<file path="config.mk">
export PLATFORM = sky130hd
export DESIGN_NAME = pcap_stream_deframer
export DESIGN_NICKNAME = d
export VERILOG_FILES = /design/src/rtl/pcapdf_pkg.sv /design/src/rtl/pcapdf_in_reg.sv /design/src/rtl/pcapdf_parser.sv /design/src/rtl/pcapdf_out_buf.sv /design/src/rtl/pcap_stream_deframer.sv
export SDC_FILE = /design/constraint.sdc
export NUM_CORES = 1
export LEC_CHECK = 0
export BUFFER_PORTS_ARGS = -buffer_cell sky130_fd_sc_hd__buf_2
export CORE_MARGIN = 2
export CORE_UTILIZATION = 56
export DETAILED_ROUTE_END_ITERATION = 12
export GPL_TIMING_DRIVEN = 0
export PLACE_DENSITY_LB_ADDON = 0.2
export SYNTH_ARGS = -nofsm -noshare
export SYNTH_HDL_FRONTEND = slang
export SYNTH_SLANG_ARGS = --single-unit
</file>
<file path="constraint.sdc">
create_clock -name aclk -period 12.85 [get_ports aclk]
set_input_delay 0 -clock aclk [delete_from_list [all_inputs] [get_ports aclk]]
set_output_delay 0 -clock aclk [all_outputs]
set_load 0.01 [all_outputs]
</file>
<file path="src/rtl/pcapdf_pkg.sv">
`default_nettype none

package pcapdf_pkg;

    localparam int unsigned WORD_W = 32;
    localparam int unsigned BYTE_W = 8;
    localparam int unsigned POS_W = 5;

    localparam logic [WORD_W-1:0] MAGIC_NATIVE = 32'ha1b2c3d4;
    localparam logic [WORD_W-1:0] MAGIC_SWAPPED = 32'hd4c3b2a1;

    // last byte of the magic word and of the global header, and record header word ends
    localparam logic [POS_W-1:0] POS_MAGIC_END = 5'd3;
    localparam logic [POS_W-1:0] POS_GLOBAL_END = 5'd23;
    localparam logic [POS_W-1:0] POS_SECONDS_END = 5'd3;
    localparam logic [POS_W-1:0] POS_MICRO_END = 5'd7;
    localparam logic [POS_W-1:0] POS_INCL_END = 5'd11;

    typedef enum logic [2:0] {
        PH_GLOBAL   = 3'd0,
        PH_RECORD   = 3'd1,
        PH_PAYLOAD  = 3'd2,
        PH_STOPPED  = 3'd3,
        PH_BADMAGIC = 3'd4
    } phase_t;

    typedef enum logic [1:0] {
        KIND_PAYLOAD  = 2'd0,
        KIND_META     = 2'd1,
        KIND_BADMAGIC = 2'd2
    } kind_t;

    typedef struct packed {
        kind_t              result_kind;
        logic [WORD_W-1:0]  ts_seconds;
        logic [WORD_W-1:0]  ts_micro;
        logic [WORD_W-1:0]  included_length;
        logic [WORD_W-1:0]  original_length;
        logic [BYTE_W-1:0]  payload_byte;
        logic               last_of_packet;
        logic [WORD_W-1:0]  packet_count;
        logic [WORD_W-1:0]  byte_total;
    } result_t;

endpackage

`default_nettype wire

</file>
<file path="src/rtl/pcapdf_in_reg.sv">
`default_nettype none

module pcapdf_in_reg
    import pcapdf_pkg::*;
(
    input  wire logic              aclk,
    input  wire logic              aresetn,
    input  wire logic              s_tvalid,
    output logic                   s_tready,
    input  wire logic [BYTE_W-1:0] s_byte,
    input  wire logic              down_ready,
    output logic                   byte_valid,
    output logic [BYTE_W-1:0]      byte_data,
    output logic                   advance
);

    logic              valid_reg;
    logic              valid_next;
    logic [BYTE_W-1:0] byte_reg;

    assign advance    = valid_reg && down_ready;
    assign s_tready   = !valid_reg || down_ready;
    assign byte_valid = valid_reg;
    assign byte_data  = byte_reg;

    always_comb begin
        valid_next = valid_reg;
        if (s_tready) begin
            valid_next = s_tvalid;
        end
    end

    always_ff @(posedge aclk) begin
        if (!aresetn) begin
            valid_reg <= 1'b0;
        end else begin
            valid_reg <= valid_next;
        end
    end

    always_ff @(posedge aclk) begin
        if (s_tvalid && s_tready) begin
            byte_reg <= s_byte;
        end
    end

endmodule

`default_nettype wire

</file>
<file path="src/rtl/pcapdf_parser.sv">
`default_nettype none

module pcapdf_parser
    import pcapdf_pkg::*;
(
    input  wire logic              aclk,
    input  wire logic              aresetn,
    input  wire logic              cfg_valid,
    input  wire logic [WORD_W-1:0] cfg_data,
    input  wire logic              advance,
    input  wire logic [BYTE_W-1:0] in_byte,
    output logic                   res_valid,
    output result_t                res
);

    phase_t            phase_reg, phase_next;
    logic [POS_W-1:0]  pos_reg, pos_next;
    logic              swapped_reg, swapped_next;
    logic [WORD_W-1:0] shift_reg, shift_next;
    logic [WORD_W-1:0] seconds_reg, seconds_next;
    logic [WORD_W-1:0] micro_reg, micro_next;
    logic [WORD_W-1:0] incl_reg, incl_next;
    logic [WORD_W-1:0] remain_reg, remain_next;
    logic [WORD_W-1:0] pkt_reg, pkt_next;
    logic [WORD_W-1:0] bytes_reg, bytes_next;
    logic [WORD_W-1:0] max_packets_reg;

    logic [WORD_W-1:0] shifted;
    logic [WORD_W-1:0] word_fixed;
    logic [WORD_W-1:0] pkt_inc;
    logic [WORD_W-1:0] bytes_sum;
    logic              word_end;
    logic              incl_zero;
    logic              remain_last;
    logic              limit_hit;
    logic              magic_native;
    logic              magic_swapped;

    assign shifted       = {in_byte, shift_reg[WORD_W-1:BYTE_W]};
    assign word_fixed    = swapped_reg ? {shifted[7:0], shifted[15:8], shifted[23:16],
                                          shifted[31:24]} : shifted;
    assign pkt_inc       = pkt_reg + 32'd1;
    assign bytes_sum     = bytes_reg + incl_reg;
    assign word_end      = (pos_reg[1:0] == 2'd3);
    assign incl_zero     = (incl_reg == '0);
    assign remain_last   = (remain_reg <= 32'd1);
    assign magic_native  = (shifted == MAGIC_NATIVE);
    assign magic_swapped = (shifted == MAGIC_SWAPPED);
    // a header packet completes after the tally increments; a payload one already has
    assign limit_hit     = (max_packets_reg != '0) &&
                           (((phase_reg == PH_RECORD) ? pkt_inc : pkt_reg) >= max_packets_reg);

    // next state
    always_comb begin
        phase_next   = phase_reg;
        pos_next     = pos_reg;
        swapped_next = swapped_reg;
        shift_next   = shift_reg;
        seconds_next = seconds_reg;
        micro_next   = micro_reg;
        incl_next    = incl_reg;
        remain_next  = remain_reg;
        pkt_next     = pkt_reg;
        bytes_next   = bytes_reg;
        case (phase_reg)
            PH_GLOBAL: begin
                if (pos_reg < 5'd4) begin
                    shift_next = shifted;
                end
                if (pos_reg == POS_MAGIC_END && !magic_native && !magic_swapped) begin
                    phase_next = PH_BADMAGIC;
                    pos_next   = '0;
                end else begin
                    if (pos_reg == POS_MAGIC_END) begin
                        swapped_next = magic_swapped;
                    end
                    if (pos_reg >= POS_GLOBAL_END) begin
                        phase_next = PH_RECORD;
                        pos_next   = '0;
                    end else begin
                        pos_next = pos_reg + 5'd1;
                    end
                end
            end
            PH_RECORD: begin
                shift_next = shifted;
                if (!word_end || pos_reg == POS_SECONDS_END || pos_reg == POS_MICRO_END ||
                    pos_reg == POS_INCL_END) begin
                    pos_next = pos_reg + 5'd1;
                    if (pos_reg == POS_SECONDS_END) begin
                        seconds_next = word_fixed;
                    end
                    if (pos_reg == POS_MICRO_END) begin
                        micro_next = word_fixed;
                    end
                    if (pos_reg == POS_INCL_END) begin
                        incl_next = word_fixed;
                    end
                end else begin
                    pkt_next   = pkt_inc;
                    bytes_next = bytes_sum;
                    pos_next   = '0;
                    if (incl_zero) begin
                        phase_next = limit_hit ? PH_STOPPED : PH_RECORD;
                    end else begin
                        remain_next = incl_reg;
                        phase_next  = PH_PAYLOAD;
                    end
                end
            end
            PH_PAYLOAD: begin
                if (remain_last) begin
                    remain_next = '0;
                    pos_next    = '0;
                    phase_next  = limit_hit ? PH_STOPPED : PH_RECORD;
                end else begin
                    remain_next = remain_reg - 32'd1;
                end
            end
            default: begin
                phase_next = phase_reg;
            end
        endcase
    end

    // result
    always_comb begin
        res_valid = 1'b0;
        res       = '0;
        case (phase_reg)
            PH_GLOBAL: begin
                if (pos_reg == POS_MAGIC_END && !magic_native && !magic_swapped) begin
                    res_valid       = 1'b1;
                    res.result_kind = KIND_BADMAGIC;
                end
            end
            PH_RECORD: begin
                if (word_end && pos_reg != POS_SECONDS_END && pos_reg != POS_MICRO_END &&
                    pos_reg != POS_INCL_END) begin
                    res_valid           = 1'b1;
                    res.result_kind     = KIND_META;
                    res.ts_seconds      = seconds_reg;
                    res.ts_micro        = micro_reg;
                    res.included_length = incl_reg;
                    res.original_length = word_fixed;
                    res.last_of_packet  = incl_zero;
                    res.packet_count    = pkt_inc;
                    res.byte_total      = bytes_sum;
                end
            end
            PH_PAYLOAD: begin
                res_valid          = 1'b1;
                res.result_kind    = KIND_PAYLOAD;
                res.payload_byte   = in_byte;
                res.last_of_packet = remain_last;
            end
            default: begin
                res_valid = 1'b0;
            end
        endcase
    end

    always_ff @(posedge aclk) begin
        if (!aresetn) begin
            phase_reg       <= PH_GLOBAL;
            pos_reg         <= '0;
            swapped_reg     <= 1'b0;
            shift_reg       <= '0;
            seconds_reg     <= '0;
            micro_reg       <= '0;
            incl_reg        <= '0;
            remain_reg      <= '0;
            pkt_reg         <= '0;
            bytes_reg       <= '0;
            max_packets_reg <= '0;
        end else begin
            if (advance) begin
                phase_reg   <= phase_next;
                pos_reg     <= pos_next;
                swapped_reg <= swapped_next;
                shift_reg   <= shift_next;
                seconds_reg <= seconds_next;
                micro_reg   <= micro_next;
                incl_reg    <= incl_next;
                remain_reg  <= remain_next;
                pkt_reg     <= pkt_next;
                bytes_reg   <= bytes_next;
            end
            if (cfg_valid) begin
                max_packets_reg <= cfg_data;
            end
        end
    end

    a_badmagic_sticks: assert property (@(posedge aclk) disable iff (!aresetn)
        phase_reg == PH_BADMAGIC |=> phase_reg == PH_BADMAGIC)
        else $error("bad magic phase was left");

    a_stopped_sticks: assert property (@(posedge aclk) disable iff (!aresetn)
        phase_reg == PH_STOPPED |=> phase_reg == PH_STOPPED)
        else $error("stopped phase was left");

    a_payload_nonzero: assert property (@(posedge aclk) disable iff (!aresetn)
        phase_reg == PH_PAYLOAD |-> remain_reg != '0)
        else $error("payload phase with nothing remaining");

    a_record_pos: assert property (@(posedge aclk) disable iff (!aresetn)
        phase_reg == PH_RECORD |-> pos_reg < 5'd16)
        else $error("record header position out of range");

endmodule

`default_nettype wire

</file>
<file path="src/rtl/pcapdf_out_buf.sv">
`default_nettype none

module pcapdf_out_buf
    import pcapdf_pkg::*;
(
    input  wire logic    aclk,
    input  wire logic    aresetn,
    input  wire logic    push,
    input  wire result_t push_data,
    output logic         up_ready,
    output logic         m_valid,
    input  wire logic    m_ready,
    output result_t      m_data
);

    logic    main_valid_reg, main_valid_next;
    logic    skid_valid_reg, skid_valid_next;
    result_t main_reg, main_next;
    result_t skid_reg, skid_next;
    logic    pop;

    assign pop      = main_valid_reg && m_ready;
    assign up_ready = !skid_valid_reg;
    assign m_valid  = main_valid_reg;
    assign m_data   = main_reg;

    always_comb begin
        main_valid_next = main_valid_reg;
        skid_valid_next = skid_valid_reg;
        main_next       = main_reg;
        skid_next       = skid_reg;
        if (!main_valid_reg || pop) begin
            // refill the head from the skid entry first
            if (skid_valid_reg) begin
                main_next       = skid_reg;
                main_valid_next = 1'b1;
                skid_valid_next = 1'b0;
            end else begin
                main_next       = push_data;
                main_valid_next = push;
            end
        end else if (push) begin
            skid_next       = push_data;
            skid_valid_next = 1'b1;
        end
    end

    always_ff @(posedge aclk) begin
        if (!aresetn) begin
            main_valid_reg <= 1'b0;
            skid_valid_reg <= 1'b0;
        end else begin
            main_valid_reg <= main_valid_next;
            skid_valid_reg <= skid_valid_next;
        end
    end

    always_ff @(posedge aclk) begin
        main_reg <= main_next;
        skid_reg <= skid_next;
    end

    a_skid_behind_main: assert property (@(posedge aclk) disable iff (!aresetn)
        skid_valid_reg |-> main_valid_reg)
        else $error("skid entry held with empty head");

    a_no_push_when_full: assert property (@(posedge aclk) disable iff (!aresetn)
        skid_valid_reg |-> !push)
        else $error("transaction pushed into a full buffer");

    a_skid_drains: assert property (@(posedge aclk) disable iff (!aresetn)
        skid_valid_reg && pop |=> !skid_valid_reg)
        else $error("skid entry not moved on head pop");

endmodule

`default_nettype wire

</file>
<file path="src/rtl/pcap_stream_deframer.sv">
`default_nettype none

// Byte-serial capture file deframer. One file byte enters per transaction on
// s_tdata; the global header selects byte order, each record header gives one
// metadata transaction (tuser = 1) and each payload byte one payload
// transaction (tuser = 0), with tlast on the last byte of a packet or on the
// metadata of an empty packet. A bad magic word gives one tuser = 2
// transaction and the block then drops all input until reset; input is also
// dropped once a nonzero max_packets limit is reached. Throughput is one byte
// per clock unless m_tready stalls the two-entry output buffer, set by the
// combinational parse step between the input register and that buffer.
// cfg_data sets max_packets and is always ready.
module pcap_stream_deframer
    import pcapdf_pkg::*;
(
    input  wire logic         aclk,
    input  wire logic         aresetn,
    input  wire logic         cfg_valid,
    output logic              cfg_ready,
    input  wire logic [31:0]  cfg_data,      // max_packets
    input  wire logic         s_tvalid,
    output logic              s_tready,
    input  wire logic [7:0]   s_tdata,       // [7:0] data_byte
    output logic              m_tvalid,
    input  wire logic         m_tready,
    output logic [199:0]      m_tdata,       // ts_seconds, ts_micro, included_length,
                                             // original_length, payload_byte,
                                             // packet_count, byte_total
    output logic [1:0]        m_tuser,       // [1:0] result_kind
    output logic              m_tlast        // last_of_packet
);

    logic              down_ready;
    logic              byte_valid;
    logic [BYTE_W-1:0] byte_data;
    logic              advance;
    logic              res_valid;
    result_t           res;
    result_t           out_res;

    assign cfg_ready = 1'b1;

    pcapdf_in_reg u_in_reg (
        .aclk       (aclk),
        .aresetn    (aresetn),
        .s_tvalid   (s_tvalid),
        .s_tready   (s_tready),
        .s_byte     (s_tdata),
        .down_ready (down_ready),
        .byte_valid (byte_valid),
        .byte_data  (byte_data),
        .advance    (advance)
    );

    pcapdf_parser u_parser (
        .aclk      (aclk),
        .aresetn   (aresetn),
        .cfg_valid (cfg_valid && cfg_ready),
        .cfg_data  (cfg_data),
        .advance   (advance),
        .in_byte   (byte_data),
        .res_valid (res_valid),
        .res       (res)
    );

    pcapdf_out_buf u_out_buf (
        .aclk      (aclk),
        .aresetn   (aresetn),
        .push      (advance && byte_valid && res_valid),
        .push_data (res),
        .up_ready  (down_ready),
        .m_valid   (m_tvalid),
        .m_ready   (m_tready),
        .m_data    (out_res)
    );

    assign m_tuser = out_res.result_kind;
    assign m_tlast = out_res.last_of_packet;
    assign m_tdata = {out_res.byte_total, out_res.packet_count, out_res.payload_byte,
                      out_res.original_length, out_res.included_length,
                      out_res.ts_micro, out_res.ts_seconds};

endmodule

`default_nettype wire
</file>
-- Word-level counts from Yosys, hierarchy flattened
Cells that the tools add are included.
- register bits after elaboration: 682
- latch bits: 0
- memory bits (writable): 0
- memory bits (read-only): 0
- input bits: 45
- output and inout bits: 206
- logic and storage cells: 133
- memories kept: 0
- add/sub/neg operators: 4
- multipliers: 0
- div/mod/pow operators: 0
- order comparisons: 4
- equal/unequal tests: 16
- shift-type cells: 0
- multiplexer cells: 33
- bitwise gates (word level): 4
- reductions and logical operators: 39
- operators by type and width (cell ; count):
    $mux W203 ; 1
    $mux W32 ; 6
    $mux W129 ; 1
    $mux W128 ; 1
    $pmux W32 S2 ; 2
    $mux W65 ; 1
    $eq A32 B32 Y1 const B ; 2
    $mux W64 ; 1
    $add A32 B1 Y32 const B ; 1
    $add A32 B32 Y32 ; 1
    $ge A32 B32 Y1 ; 1
    $le A32 B1 Y1 const B ; 1
    $logic_not A32 Y1 ; 1
    $reduce_bool A32 Y1 ; 1
    $sub A32 B1 Y32 const B ; 1
    $mux W5 ; 4
    $reduce_and A4 Y1 ; 5
    $mux W3 ; 5
    $pmux W5 S3 ; 1
    $logic_and A1 B1 Y1 ; 11
    $pmux W3 S3 ; 1
    $reduce_and A3 Y1 ; 3
    $mux W8 ; 1
    $logic_not A1 Y1 ; 6
    other kinds (28) ; 41

-- Logic depth before layout (Yosys ltp)
- word-level depth: 8
- depth in mapped cells: 18
- gate-level depth less buffers: 17

-- Modules after synthesis
A second synthesis with hierarchy kept.
- cells, all modules: 2643
- area total of the unflattened synthesis: 30905.9 µm²
- modules (own cells, without submodules) (module ; times used ; cells each ; area each (µm²) ; sequential area each (µm²)):
    pcapdf_out_buf ; 1 ; 641 ; 15344.7 ; 12231.7
    pcapdf_parser ; 1 ; 1985 ; 15238.4 ; 5144.9
    pcapdf_in_reg ; 1 ; 14 ; 305.3 ; 260.2
    pcap_stream_deframer ; 1 ; 3 ; 17.5 ; 0.0

-- Worst setup path after synthesis
OpenSTA, ideal clock, no wires.
- path kind: flip-flop to flip-flop
- start point: reg u_out_buf.main_valid_reg (netlist: u_out_buf.m_valid)
- end point: reg u_out_buf.skid_reg[0] in the netlist's numbering, enable pin
- library setup time: 590 ps
- arrival: 9211 ps
- data required time: 12260 ps
- path slack: 3050 ps
- stages on the path, launching flop included: 3
- path buffers: 0
- clock period less this slack: 9800 ps
- cell sequence: dfxtp_1 > nand2b_1 > and3b_1
- word-level cells in the longest chain between the ends: 4
- elaborated cells on any way between the ends: 5
- those cells by class: bitwise: 1; reduce/logical: 4
- ends and longest elaborated chain (element ; line ; source):
    start, declared ; pcapdf_out_buf.sv:16 ; logic main_valid_reg, main_valid_next;
    start signal, assigned ; pcapdf_out_buf.sv:53 ; main_valid_reg <= main_valid_next;
    $logic_not A1 Y1 or $logic_and A1 B1 Y1 (tied branches) ; pcapdf_out_buf.sv:32, pcapdf_out_buf.sv:22 ;
    $logic_or A1 B1 Y1 (*) ; pcapdf_out_buf.sv:32 ; if (!main_valid_reg || pop) begin
    $not A1 Y1 (no line) (*) ; n/a ;
    $reduce_and A2 Y1 (no line) (*) ; n/a ;
    end signal, assigned ; pcapdf_out_buf.sv:60 ; skid_reg <= skid_next;
    end, declared ; pcapdf_out_buf.sv:19 ; result_t skid_reg, skid_next;
Every way passes the cells marked *; elsewhere a longest branch is shown, timed or not.
A chain may end at the register's enable or synchronous reset.

-- Worst setup path after layout
- start point: reg u_parser.phase_reg[2]
- end point: reg u_parser.phase_reg[1]
- word-level cells in the longest chain between the ends: 8
- elaborated cells on any way between the ends: 16
- those cells by class: order compare: 1; eq/ne: 5; mux: 6; reduce/logical: 4
- ends and longest elaborated chain (element ; line ; source):
    start, declared ; pcapdf_parser.sv:16 ; phase_t phase_reg, phase_next;
    start signal, assigned ; pcapdf_parser.sv:178 ; phase_reg <= phase_next;
    $eq A3 B1 Y1 ; pcapdf_parser.sv:51, pcapdf_parser.sv:65 ;
    $mux W32 ; pcapdf_parser.sv:51 ; (((phase_reg == PH_RECORD) ? pkt_inc : pkt_reg) >= max_packets_reg);
    $ge A32 B32 Y1 ; pcapdf_parser.sv:51 ;
    $logic_and A1 B1 Y1 ; pcapdf_parser.sv:50 ; assign limit_hit = (max_packets_reg != '0) &&
    $mux W2 ; pcapdf_parser.sv:104, pcapdf_parser.sv:115 ;
    $mux W3 ; pcapdf_parser.sv:103 ; if (incl_zero) begin
    $mux W3 ; pcapdf_parser.sv:87 ; if (!word_end || pos_reg == POS_SECONDS_END || pos_reg == POS_MICRO_END ||
    $pmux W3 S3 ; pcapdf_parser.sv:65 ; case (phase_reg)
Parallel ways exist; a longest one is shown, timed or not. The select of a mux whose other input is x is not followed.

==> results.py <==
metrics = {
    "outcome": {
        "status": "completed",
    },
    "placement": {
        "dp_slack_ns": 7.94,
        "io_buffers": 247,
        "gp_congestion": 0.974,
        "dp_hpwl_microns": 62400,
    },
    "timing": {
        "finalCriticalPeriod_ns": 5.05,
        "grt_setup_unrepaired": "false",
        "hold_viol": 0,
        "finalSetupViolations": 0,
        "clock_skew_ns": 0.0230,
        "fmax_mhz": 198,
        "slew_headroom_pct": 12.5,
        "min_period_over_period_pct": 39.3,
        "maxSlewViolCount": 0,
        "worst_slack_ns": 7.80,
        "worstMarginPinSlew_ns": 1.31,
        "finalHoldWorstSlack_ns": 0.110,
    },
    "finish": {
        "drive_gt1_share_pct": 16.0,
        "diodes": 0,
        "fin_nets": 3168,
        "final_common_cell": "edfxtp_1",
        "syn_to_final_growth_pct": 16.6,
        "most-common-layout-cells": "edfxtp_1 (414), nor2_1 (349), nand2_1 (260), dfxtp_1 (260), buf_2 (253)",
    },
    "synthesis": {
        "ys_ff_latch": 674,
        "yosys.cell_types.count": 74,
        "syn-num-nets": 2800,
        "ys_seq_area_share_pct": 59.1,
        "netlist_instances": 2687,
        "synth_top_flop_cell": "edfxtp_1",
        "synth-async-reset-ratio_pct": 0,
        "synth_edf_count": 414,
        "synth_area_per_cell_sq_um": 11.1,
        "yosysWarnings": 0,
        "syn-cell-area_sq_um": 29900,
    },
    "worst_setup_path": {
        "required_ns": 13.37,
        "timing.rr.start": "u_parser.phase_reg[2]",
        "worst_setup_path_end_kind": "register",
        "critical-path-max-stage-delay_ns": 0.79,
        "crit_fanout": 10,
        "crit_arrival_ns": 5.57,
        "reg2reg_depth": 16,
        "crit_type": "reg -> reg",
        "reg2reg_slack_ns": 7.80,
        "critPathLaunchType": "register",
        "cp_slowest_cell": "clkbuf_1",
        "crit_chain": "nor2_1 > and2_1 > clkbuf_1 > clkbuf_1 > buf_1 > nand2_1 > xnor2_1 > ha_1 > a21o_1 > a21o_1 > a21oi_1 > nand2_1 > a211oi_1 > o21ai_0 > a21oi_1 > nor2_1",
        "rr_endpoint": "u_parser.phase_reg[1]",
    },
    "global_routing": {
        "antenna_found_initial": 0,
        "grt_max_degree": 77,
        "grt_pass1_wl_microns": 132000,
        "grt.overflow.total": 0,
        "grt_pass1_vias": 22500,
        "grtUsageTotal_pct": 30.9,
    },
    "floorplanning": {
        "core.rowCount": 84,
        "fp.coreArea_sq_um": 52700,
        "initial_core_util_pct": 56.7,
        "ios": 251,
        "fp.dieH_microns": 235,
        "die_w_microns": 235,
        "dieArea_sq_um": 55200,
    },
    "clocking": {
        "cts_tree": "done",
        "clkSinkCount": 674,
        "insertion_delay_ns": 0.63,
        "htree_levels": 3,
        "path_clk_slew_ns": 0.06,
        "clock_path_buffers": 3,
        "cts-root-buf": "clkbuf_16",
        "ctsResizeCount": 0,
        "numCtsBuffers": 70,
    },
    "power_and_ir_drop": {
        "max-vdd-ir-drop_mv": 0.0963,
        "p_leak_uw": 0.0136,
        "p_per_area_nw_per_um2": 127,
    },
    "route": {
        "first_pass_iters": 6,
        "drt_iter0_drc": 1946,
        "drtAntennaViolNets": 0,
        "drc": 0,
        "wl_per_cell_microns": 22.8,
        "vias_per_cell": 5.97,
        "vias": 22700,
        "finalWirelength_microns": 86800,
    },
    "min_path": {
        "hp-class": "in -> reg",
        "hold_depth": 2,
        "min_from": "s_tdata[6]",
        "worstHoldEndpoint": "u_in_reg.byte_data[6]",
    },
    "flow_run": {
        "max-cap-violations": 0,
    },
}
[cells in the mapped netlist, types with 17 or more instances]
master,instances,area share (%)
a211oi_1,103,2.6
a21o_1,25,0.63
a21oi_1,130,2.2
and2_1,25,0.52
and3_1,108,2.3
clkbuf_1,167,2.1
dfxtp_1,260,17
edfxtp_1,414,42
ha_1,67,2.8
inv_1,48,0.60
mux2_2,118,4.5
mux2i_1,67,2.2
nand2_1,260,3.3
nand3_1,39,0.65
nand4_1,17,0.36
nor2_1,349,4.4
nor3_1,35,0.59
nor4_1,32,0.67
o21ai_0,76,1.3
o31ai_1,83,2.1
or3_1,19,0.40
xnor2_1,50,1.5
xor2_1,66,1.9
[kinds of logic (layout without fill, tap and decap cells)]
logic type,after synthesis,in the layout,synth area share [%]
AOI/OAI and AO/OA,475,475,10.3
xor gates and xnor gates,117,117,3.48
adders and majority gates,68,68,2.88
buffers and inverters,229,654,2.93
DFF,674,674,59.1
muxes,185,185,6.70
other,1,1,0.0126
and+or+nand+nor,938,938,14.6
[what timing repair did]
action,in CTS,in global routing
hold endpoints to repair,41,0
hold buffers,43,0
buffers inserted,0,0
[where the power goes]
group          leakage (uW)  internal, uW  switching (uW)  total (uW)
Clock               0.00112          1170             850        2020
Combinational       0.00612          33.9            57.1        91.0
Sequential          0.00640          2280            13.1        2290
[worst max-delay path by stage]
stage	start	endpoint	cells after the start
3_3_place_gp	u_out_buf.m_valid	u_out_buf.skid_reg[184]	2
4_1_cts	u_parser.phase_reg[2]	u_parser.phase_reg[1]	16
6_report	u_parser.phase_reg[2]	u_parser.phase_reg[1]	16
3_5_place_dp	u_parser.phase_reg[2]	u_parser.phase_reg[1]	16
2_1_floorplan	u_out_buf.m_valid	u_out_buf.skid_reg[0]	2
5_1_grt	u_parser.phase_reg[2]	u_parser.phase_reg[1]	16
[metal layers]
layer  global-route usage, %  wire [microns]  vias to the layer above  share of wire [%]
met5                       0               0                        -                  0
met4                    14.7            4220                        0                4.9
met3                    4.69            5970                      235                6.9
met2                    52.5           42200                      935                 49
met1                    38.7           34400                    11000                 40
li1                        -               -                    10500                  -
[through the flow]
step           instances  area (sq um)  util [%]  power [uW]  TNS, ns
6_report            3800         34800      66.1        4410        0
5_1_grt             3800         34800      66.1        4520        0
4_1_cts             3800         34800      66.1        4430        0
3_5_place_dp        3628         32100      61.0        2420        0
3_3_place_gp        3622         31900      60.7        2410   -63.88
2_1_floorplan       2687         29900         -        2380        0
[worst max-delay path: cells and delay by family, from the launching register on]
family	cells	cell delay (ns)
flip-flops	1	0.36
XOR/XNOR	1	0.18
adder cells (fa/ha/maj)	1	0.33
AND/OR/NAND/NOR	5	0.85
buffers and inverters	3	1.98
AO/OA/AOI/OAI	6	1.23
[cell type report]
type | instances | area, sq um
plain buffers | 181 | 696
clock buffers | 98 | 1920
clock inverters | 31 | 353
fillers | 4087 | 17800
inverters | 48 | 180
multi-input cells | 1784 | 11400
flip-flops and latches | 674 | 17600
well taps | 688 | 861
repair buffers | 296 | 1810
Note: power is estimated with default switching activity, not from simulation.
